`config.mk`:
```
export PLATFORM = sky130hd
export DESIGN_NAME = ir_pulse_width_frame_decoder_flat
export DESIGN_NICKNAME = d
export VERILOG_FILES = /design/src/sv/ipwfd_pkg.sv /design/src/sv/ipwfd_in_if.sv /design/src/sv/ipwfd_out_if.sv /design/src/sv/ipwfd_front.sv /design/src/sv/ipwfd_queue.sv /design/src/sv/ipwfd_back.sv /design/src/sv/ir_pulse_width_frame_decoder.sv /design/src/flat_wrapper.sv
export SDC_FILE = /design/constraint.sdc
export NUM_CORES = 1
export LEC_CHECK = 0
export BUFFER_PORTS_ARGS = -buffer_cell sky130_fd_sc_hd__buf_2
export CORE_UTILIZATION = 60
export DETAILED_ROUTE_END_ITERATION = 10
export PLACE_DENSITY_LB_ADDON = 0.12
export SYNTH_ARGS = -nofsm -noshare
export SYNTH_HDL_FRONTEND = slang
export SYNTH_HIERARCHICAL = 1
export SYNTH_SLANG_ARGS = --single-unit
```
`constraint.sdc`:
```
create_clock -name i_clk -period 5.3 [get_ports i_clk]
set_clock_uncertainty 0.1 [all_clocks]
set_input_delay 1.325 -clock i_clk [delete_from_list [all_inputs] [get_ports i_clk]]
set_output_delay 1.325 -clock i_clk [all_outputs]
set_load 0.02 [all_outputs]
```
`src/sv/ipwfd_pkg.sv`:
```
// Shared types, event and phase codes, and interval windows for the IR frame decoder.
// No dependencies; every other file but ipwfd_out_if uses this package.
package ipwfd_pkg;

    localparam int unsigned TIME_WIDTH_DEF  = 16;
    localparam int unsigned FRAME_BYTES_DEF = 5;

    localparam int unsigned QUEUE_DEPTH = 2;

    localparam int unsigned WIN_W        = 32;
    localparam int unsigned TICKS_PER_MS = 2000;

    localparam logic [WIN_W-1:0] WIN_LEAD_MARK_LO  = WIN_W'(TICKS_PER_MS * 300 / 100);
    localparam logic [WIN_W-1:0] WIN_LEAD_MARK_HI  = WIN_W'(TICKS_PER_MS * 1400 / 100);
    localparam logic [WIN_W-1:0] WIN_BIT_MARK_LO   = WIN_W'(TICKS_PER_MS * 40 / 100);
    localparam logic [WIN_W-1:0] WIN_BIT_MARK_HI   = WIN_W'(TICKS_PER_MS * 200 / 100);
    localparam logic [WIN_W-1:0] WIN_LEAD_SPACE_LO = WIN_W'(TICKS_PER_MS * 250 / 100);
    localparam logic [WIN_W-1:0] WIN_LEAD_SPACE_HI = WIN_W'(TICKS_PER_MS * 600 / 100);
    localparam logic [WIN_W-1:0] WIN_ONE_SPACE_LO  = WIN_W'(TICKS_PER_MS * 105 / 100);
    localparam logic [WIN_W-1:0] WIN_ONE_SPACE_HI  = WIN_W'(TICKS_PER_MS * 200 / 100);
    localparam logic [WIN_W-1:0] WIN_ZERO_SPACE_LO = WIN_W'(TICKS_PER_MS * 20 / 100);
    localparam logic [WIN_W-1:0] WIN_ZERO_SPACE_HI = WIN_W'(TICKS_PER_MS * 100 / 100);
    localparam logic [WIN_W-1:0] WIN_GAP_LO        = WIN_W'(TICKS_PER_MS * 1200 / 100);
    localparam logic [WIN_W-1:0] WIN_GAP_HI        = WIN_W'(TICKS_PER_MS * 2800 / 100);

    typedef enum logic [2:0] {
        EV_NONE       = 3'd0,
        EV_LEAD_MARK  = 3'd1,
        EV_LEAD_SPACE = 3'd2,
        EV_BIT_MARK   = 3'd3,
        EV_ONE_SPACE  = 3'd4,
        EV_ZERO_SPACE = 3'd5,
        EV_REPEAT_GAP = 3'd6,
        EV_TIMEOUT    = 3'd7
    } t_event;

    typedef enum logic [1:0] {
        PH_IDLE     = 2'd0,
        PH_LEADER   = 2'd1,
        PH_HEADER   = 2'd2,
        PH_BIT_MARK = 2'd3
    } t_phase;

    typedef struct packed {
        logic   valid;
        t_event ev;
    } t_ev_push;

    typedef struct packed {
        logic [2:0] event_code;
        logic [1:0] decoder_phase;
        logic       bit_valid;
        logic       bit_value;
        logic       byte_valid;
        logic [7:0] byte_value;
        logic [2:0] byte_position;
        logic       frame_end;
        logic       overflow;
    } t_result;

endpackage

```
`src/sv/ipwfd_in_if.sv`:
```
// Input channel: edge capture or timeout tick transactions with valid/ready.
// Depends on ipwfd_pkg for the default timestamp width.
interface ipwfd_in_if #(
    parameter int unsigned TIME_WIDTH = ipwfd_pkg::TIME_WIDTH_DEF
);
    logic                  valid;
    logic                  ready;
    logic                  op;
    logic [TIME_WIDTH-1:0] timestamp;

    modport source (output valid, output op, output timestamp, input ready);
    modport sink   (input valid, input op, input timestamp, output ready);
endinterface

```
`src/sv/ipwfd_out_if.sv`:
```
// Result channel: one decoded result per transaction with valid/ready.
// No package dependencies.
interface ipwfd_out_if;
    logic       valid;
    logic       ready;
    logic [2:0] event_code;
    logic [1:0] decoder_phase;
    logic       bit_valid;
    logic       bit_value;
    logic       byte_valid;
    logic [7:0] byte_value;
    logic [2:0] byte_position;
    logic       frame_end;
    logic       overflow;

    modport source (
        output valid, output event_code, output decoder_phase, output bit_valid,
        output bit_value, output byte_valid, output byte_value, output byte_position,
        output frame_end, output overflow, input ready
    );
    modport sink (
        input valid, input event_code, input decoder_phase, input bit_valid,
        input bit_value, input byte_valid, input byte_value, input byte_position,
        input frame_end, input overflow, output ready
    );
endinterface

```
`src/sv/ipwfd_front.sv`:
```
// Front end: accepts input transactions, tracks edge polarity and timing, classifies events.
// Depends on ipwfd_pkg and ipwfd_in_if; feeds the event queue.
module ipwfd_front #(
    parameter int unsigned TIME_WIDTH = ipwfd_pkg::TIME_WIDTH_DEF
) (
    input  logic                i_clk,
    input  logic                i_rst_n,
    ipwfd_in_if.sink            i_in,
    input  logic                i_q_full,
    output ipwfd_pkg::t_ev_push o_push
);
    import ipwfd_pkg::*;

    logic [TIME_WIDTH-1:0] r_last_time, n_last_time;
    logic                  r_armed, n_armed;
    logic                  r_expect_rising, n_expect_rising;
    logic                  r_edge_since_tick, n_edge_since_tick;

    logic                  accept;
    logic [TIME_WIDTH-1:0] ts;
    logic [TIME_WIDTH-1:0] delta;
    logic [WIN_W-1:0]      delta_ext;
    t_event                edge_ev;
    t_event                ev;

    function automatic logic in_win(logic [WIN_W-1:0] d, logic [WIN_W-1:0] lo,
                                    logic [WIN_W-1:0] hi);
        return (d > lo) && (d < hi);
    endfunction

    assign i_in.ready = !i_q_full;
    assign accept     = i_in.valid && !i_q_full;
    assign ts         = TIME_WIDTH'(i_in.timestamp);
    assign delta      = ts - r_last_time;
    assign delta_ext  = WIN_W'(delta);

    always_comb begin
        edge_ev = EV_NONE;
        if (r_expect_rising) begin
            if (in_win(delta_ext, WIN_LEAD_MARK_LO, WIN_LEAD_MARK_HI)) begin
                edge_ev = EV_LEAD_MARK;
            end else if (in_win(delta_ext, WIN_BIT_MARK_LO, WIN_BIT_MARK_HI)) begin
                edge_ev = EV_BIT_MARK;
            end
        end else begin
            if (in_win(delta_ext, WIN_LEAD_SPACE_LO, WIN_LEAD_SPACE_HI)) begin
                edge_ev = EV_LEAD_SPACE;
            end else if (in_win(delta_ext, WIN_ONE_SPACE_LO, WIN_ONE_SPACE_HI)) begin
                edge_ev = EV_ONE_SPACE;
            end else if (in_win(delta_ext, WIN_ZERO_SPACE_LO, WIN_ZERO_SPACE_HI)) begin
                edge_ev = EV_ZERO_SPACE;
            end else if (in_win(delta_ext, WIN_GAP_LO, WIN_GAP_HI)) begin
                edge_ev = EV_REPEAT_GAP;
            end
        end
    end

    always_comb begin
        n_last_time       = r_last_time;
        n_armed           = r_armed;
        n_expect_rising   = r_expect_rising;
        n_edge_since_tick = r_edge_since_tick;
        ev                = EV_NONE;
        if (accept) begin
            if (i_in.op) begin
                // tick with no edge since the last one: disarm and end the frame
                if (!r_edge_since_tick) begin
                    n_expect_rising = 1'b0;
                    n_armed         = 1'b0;
                    ev              = EV_TIMEOUT;
                end
                n_edge_since_tick = 1'b0;
            end else begin
                n_edge_since_tick = 1'b1;
                n_last_time       = ts;
                n_expect_rising   = !r_expect_rising;
                n_armed           = 1'b1;
                if (r_armed) begin
                    ev = edge_ev;
                end
            end
        end
    end

    assign o_push.valid = accept;
    assign o_push.ev    = ev;

    always_ff @(posedge i_clk) begin
        if (!i_rst_n) begin
            r_last_time       <= '0;
            r_armed           <= 1'b0;
            r_expect_rising   <= 1'b0;
            r_edge_since_tick <= 1'b0;
        end else begin
            r_last_time       <= n_last_time;
            r_armed           <= n_armed;
            r_expect_rising   <= n_expect_rising;
            r_edge_since_tick <= n_edge_since_tick;
        end
    end

endmodule

```
`src/sv/ipwfd_queue.sv`:
```
// Short event queue between the front end and the frame state machine.
// Depends on ipwfd_pkg for the event type and depth.
module ipwfd_queue (
    input  logic                i_clk,
    input  logic                i_rst_n,
    input  ipwfd_pkg::t_ev_push i_push,
    input  logic                i_pop,
    output ipwfd_pkg::t_ev_push o_head,
    output logic                o_full
);
    import ipwfd_pkg::*;

    localparam int unsigned QAW = (QUEUE_DEPTH > 1) ? $clog2(QUEUE_DEPTH) : 1;

    t_event           r_mem [QUEUE_DEPTH];
    logic [QAW-1:0]   r_wr_ptr, n_wr_ptr;
    logic [QAW-1:0]   r_rd_ptr, n_rd_ptr;
    logic [QAW:0]     r_count, n_count;
    logic             do_pop;

    assign o_full      = (r_count == (QAW+1)'(QUEUE_DEPTH));
    assign o_head.valid = (r_count != '0);
    assign o_head.ev    = r_mem[r_rd_ptr];
    assign do_pop      = i_pop && o_head.valid;

    always_comb begin
        n_wr_ptr = r_wr_ptr;
        n_rd_ptr = r_rd_ptr;
        n_count  = r_count;
        if (i_push.valid) begin
            n_wr_ptr = (r_wr_ptr == QAW'(QUEUE_DEPTH - 1)) ? '0 : r_wr_ptr + 1'b1;
        end
        if (do_pop) begin
            n_rd_ptr = (r_rd_ptr == QAW'(QUEUE_DEPTH - 1)) ? '0 : r_rd_ptr + 1'b1;
        end
        if (i_push.valid && !do_pop) begin
            n_count = r_count + 1'b1;
        end else if (!i_push.valid && do_pop) begin
            n_count = r_count - 1'b1;
        end
    end

    always_ff @(posedge i_clk) begin
        if (i_push.valid) begin
            r_mem[r_wr_ptr] <= i_push.ev;
        end
    end

    always_ff @(posedge i_clk) begin
        if (!i_rst_n) begin
            r_wr_ptr <= '0;
            r_rd_ptr <= '0;
            r_count  <= '0;
        end else begin
            r_wr_ptr <= n_wr_ptr;
            r_rd_ptr <= n_rd_ptr;
            r_count  <= n_count;
        end
    end

endmodule

```
`src/sv/ipwfd_back.sv`:
```
// Back end: leader/header/bit state machine, byte packing and the result register.
// Depends on ipwfd_pkg and ipwfd_out_if; consumes the event queue.
module ipwfd_back #(
    parameter int unsigned FRAME_BYTES = ipwfd_pkg::FRAME_BYTES_DEF
) (
    input  logic                i_clk,
    input  logic                i_rst_n,
    input  ipwfd_pkg::t_ev_push i_head,
    output logic                o_pop,
    ipwfd_out_if.source         o_res
);
    import ipwfd_pkg::*;

    localparam int unsigned BW = $clog2(FRAME_BYTES + 1);
    localparam logic [BW-1:0] FRAME_LIM = BW'(FRAME_BYTES);

    t_phase          r_phase, n_phase;
    logic [7:0]      r_partial, n_partial;
    logic [2:0]      r_bit_idx, n_bit_idx;
    logic [BW-1:0]   r_byte_idx, n_byte_idx;
    t_result         r_res, n_res;
    logic            r_res_valid;

    t_event          ev;
    logic            take_bit;
    logic            bit_val;
    logic            frame_full;
    logic            store_bit;
    logic            byte_done;
    logic [3:0]      pos_ext;

    assign ev     = i_head.ev;
    assign o_pop  = i_head.valid && (!r_res_valid || o_res.ready);

    always_comb begin
        n_phase = r_phase;
        if (ev == EV_TIMEOUT) begin
            n_phase = PH_IDLE;
        end else if (ev != EV_NONE) begin
            case (r_phase)
                PH_IDLE: begin
                    n_phase = (ev == EV_LEAD_MARK) ? PH_LEADER : PH_IDLE;
                end
                PH_LEADER: begin
                    n_phase = (ev == EV_LEAD_SPACE) ? PH_HEADER : PH_IDLE;
                end
                PH_HEADER: begin
                    n_phase = (ev == EV_BIT_MARK) ? PH_BIT_MARK : PH_IDLE;
                end
                PH_BIT_MARK: begin
                    if (ev == EV_ONE_SPACE || ev == EV_ZERO_SPACE || ev == EV_REPEAT_GAP) begin
                        n_phase = PH_HEADER;
                    end else begin
                        n_phase = PH_IDLE;
                    end
                end
                default: begin
                    n_phase = PH_IDLE;
                end
            endcase
        end
    end

    always_comb begin
        take_bit   = (r_phase == PH_BIT_MARK) && (ev == EV_ONE_SPACE || ev == EV_ZERO_SPACE);
        bit_val    = (ev == EV_ONE_SPACE);
        frame_full = (r_byte_idx >= FRAME_LIM);
        store_bit  = take_bit && !frame_full;
        byte_done  = store_bit && (r_bit_idx == 3'd7);
        pos_ext    = 4'(r_byte_idx);

        n_partial  = r_partial;
        n_bit_idx  = r_bit_idx;
        n_byte_idx = r_byte_idx;

        n_res.event_code    = ev;
        n_res.decoder_phase = n_phase;
        n_res.bit_valid     = take_bit;
        n_res.bit_value     = take_bit && bit_val;
        n_res.byte_valid    = byte_done;
        n_res.byte_value    = '0;
        n_res.byte_position = '0;
        n_res.frame_end     = (ev == EV_TIMEOUT);
        n_res.overflow      = take_bit && frame_full;

        if (ev == EV_TIMEOUT) begin
            // drop the partial byte and restart the frame
            n_partial  = '0;
            n_bit_idx  = '0;
            n_byte_idx = '0;
        end else if (store_bit) begin
            n_partial = r_partial | (8'(bit_val) << r_bit_idx);
            n_bit_idx = r_bit_idx + 1'b1;
            if (byte_done) begin
                n_res.byte_value    = n_partial;
                n_res.byte_position = pos_ext[2:0];
                n_partial           = '0;
                n_byte_idx          = r_byte_idx + 1'b1;
            end
        end
    end

    always_ff @(posedge i_clk) begin
        if (!i_rst_n) begin
            r_phase     <= PH_IDLE;
            r_partial   <= '0;
            r_bit_idx   <= '0;
            r_byte_idx  <= '0;
            r_res_valid <= 1'b0;
        end else begin
            if (o_pop) begin
                r_phase     <= n_phase;
                r_partial   <= n_partial;
                r_bit_idx   <= n_bit_idx;
                r_byte_idx  <= n_byte_idx;
                r_res_valid <= 1'b1;
            end else if (o_res.ready) begin
                r_res_valid <= 1'b0;
            end
        end
    end

    always_ff @(posedge i_clk) begin
        if (o_pop) begin
            r_res <= n_res;
        end
    end

    assign o_res.valid         = r_res_valid;
    assign o_res.event_code    = r_res.event_code;
    assign o_res.decoder_phase = r_res.decoder_phase;
    assign o_res.bit_valid     = r_res.bit_valid;
    assign o_res.bit_value     = r_res.bit_value;
    assign o_res.byte_valid    = r_res.byte_valid;
    assign o_res.byte_value    = r_res.byte_value;
    assign o_res.byte_position = r_res.byte_position;
    assign o_res.frame_end     = r_res.frame_end;
    assign o_res.overflow      = r_res.overflow;

    a_byte_implies_bit: assert property (@(posedge i_clk) disable iff (!i_rst_n)
        (r_res_valid && r_res.byte_valid) |-> (r_res.bit_valid && !r_res.overflow))
        else $error("byte completed without a stored bit");

    a_byte_idx_bound: assert property (@(posedge i_clk) disable iff (!i_rst_n)
        r_byte_idx <= FRAME_LIM)
        else $error("byte count beyond frame size");

    a_timeout_clears: assert property (@(posedge i_clk) disable iff (!i_rst_n)
        (o_pop && ev == EV_TIMEOUT) |=>
        (r_phase == PH_IDLE && r_bit_idx == '0 && r_byte_idx == '0 && r_partial == '0))
        else $error("timeout did not clear the frame");

    a_bit_only_in_mark: assert property (@(posedge i_clk) disable iff (!i_rst_n)
        (o_pop && n_res.bit_valid) |=> (r_phase == PH_HEADER))
        else $error("decoded bit without return to header phase");

endmodule

```
`src/sv/ir_pulse_width_frame_decoder.sv`:
```
// Top level of the IR pulse-width frame decoder: front end, event queue, frame state machine.
// Depends on ipwfd_pkg, ipwfd_in_if, ipwfd_out_if, ipwfd_front, ipwfd_queue, ipwfd_back.
//
//   Channel  Dir  Modport  Payload
//   i_in     in   sink     op, timestamp[TIME_WIDTH-1:0]
//   o_res    out  source   event_code, decoder_phase, bit/byte fields, frame_end, overflow
//
// One transaction per cycle sustained while results are taken; the event queue and then the
// result register hold each input (front end classifies and enqueues, state machine loads).
// Reset is synchronous, active low, and leaves the decoder idle with an empty frame.
// A stall on o_res fills the event queue, after which i_in.ready drops until a result
// is taken; the input side never waits on the output while queue space remains.
module ir_pulse_width_frame_decoder #(
    parameter int unsigned TIME_WIDTH  = ipwfd_pkg::TIME_WIDTH_DEF,
    parameter int unsigned FRAME_BYTES = ipwfd_pkg::FRAME_BYTES_DEF
) (
    input  logic        i_clk,
    input  logic        i_rst_n,
    ipwfd_in_if.sink    i_in,
    ipwfd_out_if.source o_res
);
    import ipwfd_pkg::*;

    t_ev_push push;
    t_ev_push head;
    logic     q_full;
    logic     pop;

    ipwfd_front #(
        .TIME_WIDTH (TIME_WIDTH)
    ) u_front (
        .i_clk    (i_clk),
        .i_rst_n  (i_rst_n),
        .i_in     (i_in),
        .i_q_full (q_full),
        .o_push   (push)
    );

    ipwfd_queue u_queue (
        .i_clk   (i_clk),
        .i_rst_n (i_rst_n),
        .i_push  (push),
        .i_pop   (pop),
        .o_head  (head),
        .o_full  (q_full)
    );

    ipwfd_back #(
        .FRAME_BYTES (FRAME_BYTES)
    ) u_back (
        .i_clk   (i_clk),
        .i_rst_n (i_rst_n),
        .i_head  (head),
        .o_pop   (pop),
        .o_res   (o_res)
    );

endmodule

```
`src/flat_wrapper.sv`:
```
// flat-port wrapper written by rule: the top's interface ports become plain ports
module ir_pulse_width_frame_decoder_flat import ipwfd_pkg::*;
#(
    parameter int unsigned TIME_WIDTH  = ipwfd_pkg::TIME_WIDTH_DEF,
    parameter int unsigned FRAME_BYTES = ipwfd_pkg::FRAME_BYTES_DEF
)
  (i_clk, i_rst_n, i_in_valid, i_in_op, i_in_timestamp, i_in_ready, o_res_valid, o_res_event_code, o_res_decoder_phase, o_res_bit_valid, o_res_bit_value, o_res_byte_valid, o_res_byte_value, o_res_byte_position, o_res_frame_end, o_res_overflow, o_res_ready);
  ipwfd_in_if #(.TIME_WIDTH(TIME_WIDTH)) i_in_i ();
  ipwfd_out_if o_res_i ();
  input  logic i_clk;
  input  logic i_rst_n;
  input wire logic [$bits(i_in_i.valid)-1:0] i_in_valid;
  input wire logic [$bits(i_in_i.op)-1:0] i_in_op;
  input wire logic [$bits(i_in_i.timestamp)-1:0] i_in_timestamp;
  output wire logic [$bits(i_in_i.ready)-1:0] i_in_ready;
  output wire logic [$bits(o_res_i.valid)-1:0] o_res_valid;
  output wire logic [$bits(o_res_i.event_code)-1:0] o_res_event_code;
  output wire logic [$bits(o_res_i.decoder_phase)-1:0] o_res_decoder_phase;
  output wire logic [$bits(o_res_i.bit_valid)-1:0] o_res_bit_valid;
  output wire logic [$bits(o_res_i.bit_value)-1:0] o_res_bit_value;
  output wire logic [$bits(o_res_i.byte_valid)-1:0] o_res_byte_valid;
  output wire logic [$bits(o_res_i.byte_value)-1:0] o_res_byte_value;
  output wire logic [$bits(o_res_i.byte_position)-1:0] o_res_byte_position;
  output wire logic [$bits(o_res_i.frame_end)-1:0] o_res_frame_end;
  output wire logic [$bits(o_res_i.overflow)-1:0] o_res_overflow;
  input wire logic [$bits(o_res_i.ready)-1:0] o_res_ready;
  assign i_in_i.valid = i_in_valid;
  assign i_in_i.op = i_in_op;
  assign i_in_i.timestamp = i_in_timestamp;
  assign i_in_ready = i_in_i.ready;
  assign o_res_valid = o_res_i.valid;
  assign o_res_event_code = o_res_i.event_code;
  assign o_res_decoder_phase = o_res_i.decoder_phase;
  assign o_res_bit_valid = o_res_i.bit_valid;
  assign o_res_bit_value = o_res_i.bit_value;
  assign o_res_byte_valid = o_res_i.byte_valid;
  assign o_res_byte_value = o_res_i.byte_value;
  assign o_res_byte_position = o_res_i.byte_position;
  assign o_res_frame_end = o_res_i.frame_end;
  assign o_res_overflow = o_res_i.overflow;
  assign o_res_i.ready = o_res_ready;
  ir_pulse_width_frame_decoder #(.TIME_WIDTH(TIME_WIDTH), .FRAME_BYTES(FRAME_BYTES)) u_core (.i_clk(i_clk), .i_rst_n(i_rst_n), .i_in(i_in_i), .o_res(o_res_i));
endmodule
```
==> metrics <==
# IOs 44; area of the multi-input gates 0.00248 mm²; worst vdd ir 0.181 mV; clock tree buffer depth 2; DR vias 3,609; # rows 30; Netlist cell types 84; residual DRC count 0; die area 0.00759 mm²; Detail Route Antenna Nets 0; FILL cells 593; worst endpoint required time 5.36 ns; Antenna Cells 0; grt ovf 0; setup TNS 0 ns; initial DRC count 134; Die Y 87.1 µm; Power Dens Cells 408 mW/mm²; Post-Syn Area 0.00435 mm²; DRT Pass-1 Iters 4; Port Buf Inserts 43; most frequent cells after synthesis nand2_1 (54), dfxtp_1 (41), inv_1 (34), edfxtp_1 (27), a21oi_1 (26); WL/cell 14.2 µm; Worst path depth 14; Reg2Reg Setup Slack 1.62 ns; Final #Nets 552; register bit total from synthesis 68; Hold Path Stages 2; worst-margin pin slew 1.15 ns; Post-CTS Setup Inserts 0; worst-path cell chain buf_2, inv_1, ha_1, inv_1, fa_1, a21o_1, a221oi_4, a21oi_1, xnor2_1, a2111oi_0, o311ai_0, a211oi_1, or4_1, o2111ai_1; crit-path most repeated cell inv_1; Reg2Reg Depth 12; Die Width 87.1 µm; pre-CTS setup slack 0.525 ns; min-delay src u_core/u_front/r_last_time[12]; Post-Syn Nets 514; post-synthesis cell count 472; CTS resizes 0; CTS Hold Buffers Added 0; Hold EP u_core/u_front/r_last_time[12]; asr flop ratio synth 0; hpwl dp 6.47 mm; Hold Slack 0.370 ns; root buf cell clkbuf_8; worst relative slew slack 0.228; Crit. End Element flip-flop; Initial Util 0.630; crit path max-delay cell type or4_1; Clock transition at path regs 0.07 ns; register area share after synthesis 0.375; Peak Freq 224 MHz; final hold viol count 0; H-Tree Depth 3; Critical Path Fanout Max 8; Core Region 0.00691 mm²; Avg Cell Area, Syn 9.21 µm²; CTS tree built; Area Overhead vs Synth 11.1%; leak pwr 1.84 nW; max_cap viols 0; final core occ 0.700; all-layer global routing usage 0.243; Final Critical Period 4.47 ns; Hold Path Class reg2reg; share of layout cells above drive strength 1 0.185; final wirelength 8.69 mm; critical path class in2reg; Max Transition Viols Final 0; outcome finished, final reports clean; largest net degree at the start of global routing 36; Yosys top cell by area dfxtp_1; commonest register cell after synthesis dfxtp_1; Synth area leaders dfxtp_1 (19%), edfxtp_1 (19%), ha_1 (5.8%); global-route wire length before repair 14.4 mm; top-count cell post-synth nand2_1; Synth top area share 0.189; drt via density 5.92; period utilisation layout 0.843; Routability Congestion 0.923; cell family with most CP delay compound AO/OA/AOI/OAI gates; Yosys Warn Count 6; reg2reg start u_core/u_front/r_last_time[0]; Worst Path Arrival 4.53 ns; vias in the first global route 3,340; CTS buffer count 9; RSZ-0062 raised after global routing no; reg2reg end u_core/u_queue/r_mem[1][0]; initial antenna violation count 0; final setup violating endpoints 0; clock sink count 68; Worst Setup Slack, final 0.830 ns; CP max stage delay 0.48 ns; CP bufs+invs 3; startpoint types input port; flip-flop and latch area 0.00163 mm²; Post-synth EDFFs 27; worst skew pair latency 0.34 ns
==> layout by cell type, fill, tap and decap left out, types with 5 or more instances in the layout <==
cell      netlist  layout
buf_2           3      43
xnor2_1         9       9
clkbuf_8        0       9
and3_1          9       9
nand3_1        11      11
inv_1          34      34
o21ai_1         5       5
and2_1         14      14
a21oi_1        26      26
a21boi_0       20      20
mux2i_1         5       5
a211o_1         6       6
a21o_1          5       5
ha_1           20      20
o22ai_1        11      11
nor2b_1         7       7
edfxtp_1       27      27
a31oi_1         6       6
dfxtp_1        41      41
nor3_1          5       5
nand2_1        54      54
nor2_1         24      24
o21ai_0        11      11
o21a_1          7       7
==> worst register-to-register path, cell delays in order, from the launching register on <==
cell       delay [ns]
dfxtp_1          0.34
ha_1             0.16
inv_1            0.05
fa_1             0.43
a21o_1           0.25
a221oi_4         0.31
a21oi_1          0.17
xnor2_1          0.45
a2111oi_0        0.17
o311ai_0         0.33
a211oi_1         0.13
or4_1            0.48
o2111ai_1        0.13
==> power breakdown <==
part / switching [mW] / internal, mW / total (mW)
sequential: 0.0434 / 0.682 / 0.726
combinational: 0.471 / 0.269 / 0.740
clock: 0.197 / 0.310 / 0.508
total: 0.712 / 1.26 / 1.97
==> logic make-up (layout without fill, tap and decap cells) <==
family,Yosys count,count (layout),synth area share
buf+inv,53,95,0.0544
fa+ha+maj,21,21,0.0621
mux,9,9,0.0219
xor+xnor,13,13,0.0262
compound gates,141,141,0.244
flops,68,68,0.375
simple gates,167,167,0.217
==> registers in the layout, indices dropped and copies added (netlist names), named ones only <==
signal,flops
u_core/u_queue/r_count,2
u_core/u_queue/r_wr_ptr,1
u_core/u_back/r_phase,2
u_core/u_front/r_edge_since_tick,1
u_core/u_back/r_bit_idx,3
u_core/u_front/r_last_time,16
u_core/u_back/o_res.decoder_phase,2
u_core/u_front/r_armed,1
u_core/u_back/o_res.byte_valid,1
u_core/u_back/o_res.bit_value,1
u_core/u_front/r_expect_rising,1
u_core/u_queue/r_rd_ptr,1
u_core/u_back/r_byte_idx,3
u_core/u_queue/r_mem,6
u_core/u_back/o_res.event_code,3
u_core/u_back/o_res.valid,1
u_core/u_back/o_res.bit_valid,1
u_core/u_back/o_res.overflow,1
u_core/u_back/r_partial,8
u_core/u_back/o_res.frame_end,1
u_core/u_back/o_res.byte_value,8
u_core/u_back/o_res.byte_position,3
==> area by class of cell <==
cell class                      instances  area share
Sequential cell                        68       0.338
Timing Repair Buffer                   45      0.0476
Tap cell                               96      0.0249
Multi-Input combinational cell        351       0.513
Clock buffer                            9      0.0256
Inverter                               35      0.0272
Clock inverter                          6      0.0236
==> metal layers <==
metal | up-vias | wire, µm | track usage
li1 | 1818 | - | -
met1 | 1683 | 3790 | 0.279
met2 | 93 | 4320 | 0.442
met3 | 15 | 376 | 0.0455
met4 | 0 | 200 | 0.104
met5 | - | 0 | 0
==> how the worst max path moves through the flow <==
| stage | startpoint | to | slack (ns) |
|---|---|---|---|
| floorplan | i_in_timestamp[0] | u_core/u_queue/r_mem[0][0] | 0.75 |
| global placement | i_in_timestamp[0] | u_core/u_queue/r_mem[0][0] | 0.61 |
| detailed placement | i_in_timestamp[0] | u_core/u_queue/r_mem[1][0] | 0.53 |
| CTS | i_in_timestamp[0] | u_core/u_queue/r_mem[0][0] | 0.88 |
| global route | i_in_timestamp[0] | u_core/u_queue/r_mem[1][0] | 0.54 |
| finish | i_in_timestamp[0] | u_core/u_queue/r_mem[1][0] | 0.83 |
==> metrics by stage <==
| step | area [µm²] | cells | total power, mW |
|---|---|---|---|
| after global routing | 4830 | 610 | 2.09 |
| final | 4830 | 610 | 1.97 |
| after global placement | 4590 | 595 | 1.46 |
| after detailed placement | 4590 | 595 | 1.47 |
| after CTS | 4830 | 610 | 1.99 |
| after floorplan | 4350 | 472 | 1.30 |
No activity file was read; power rests on OpenSTA's default activity.
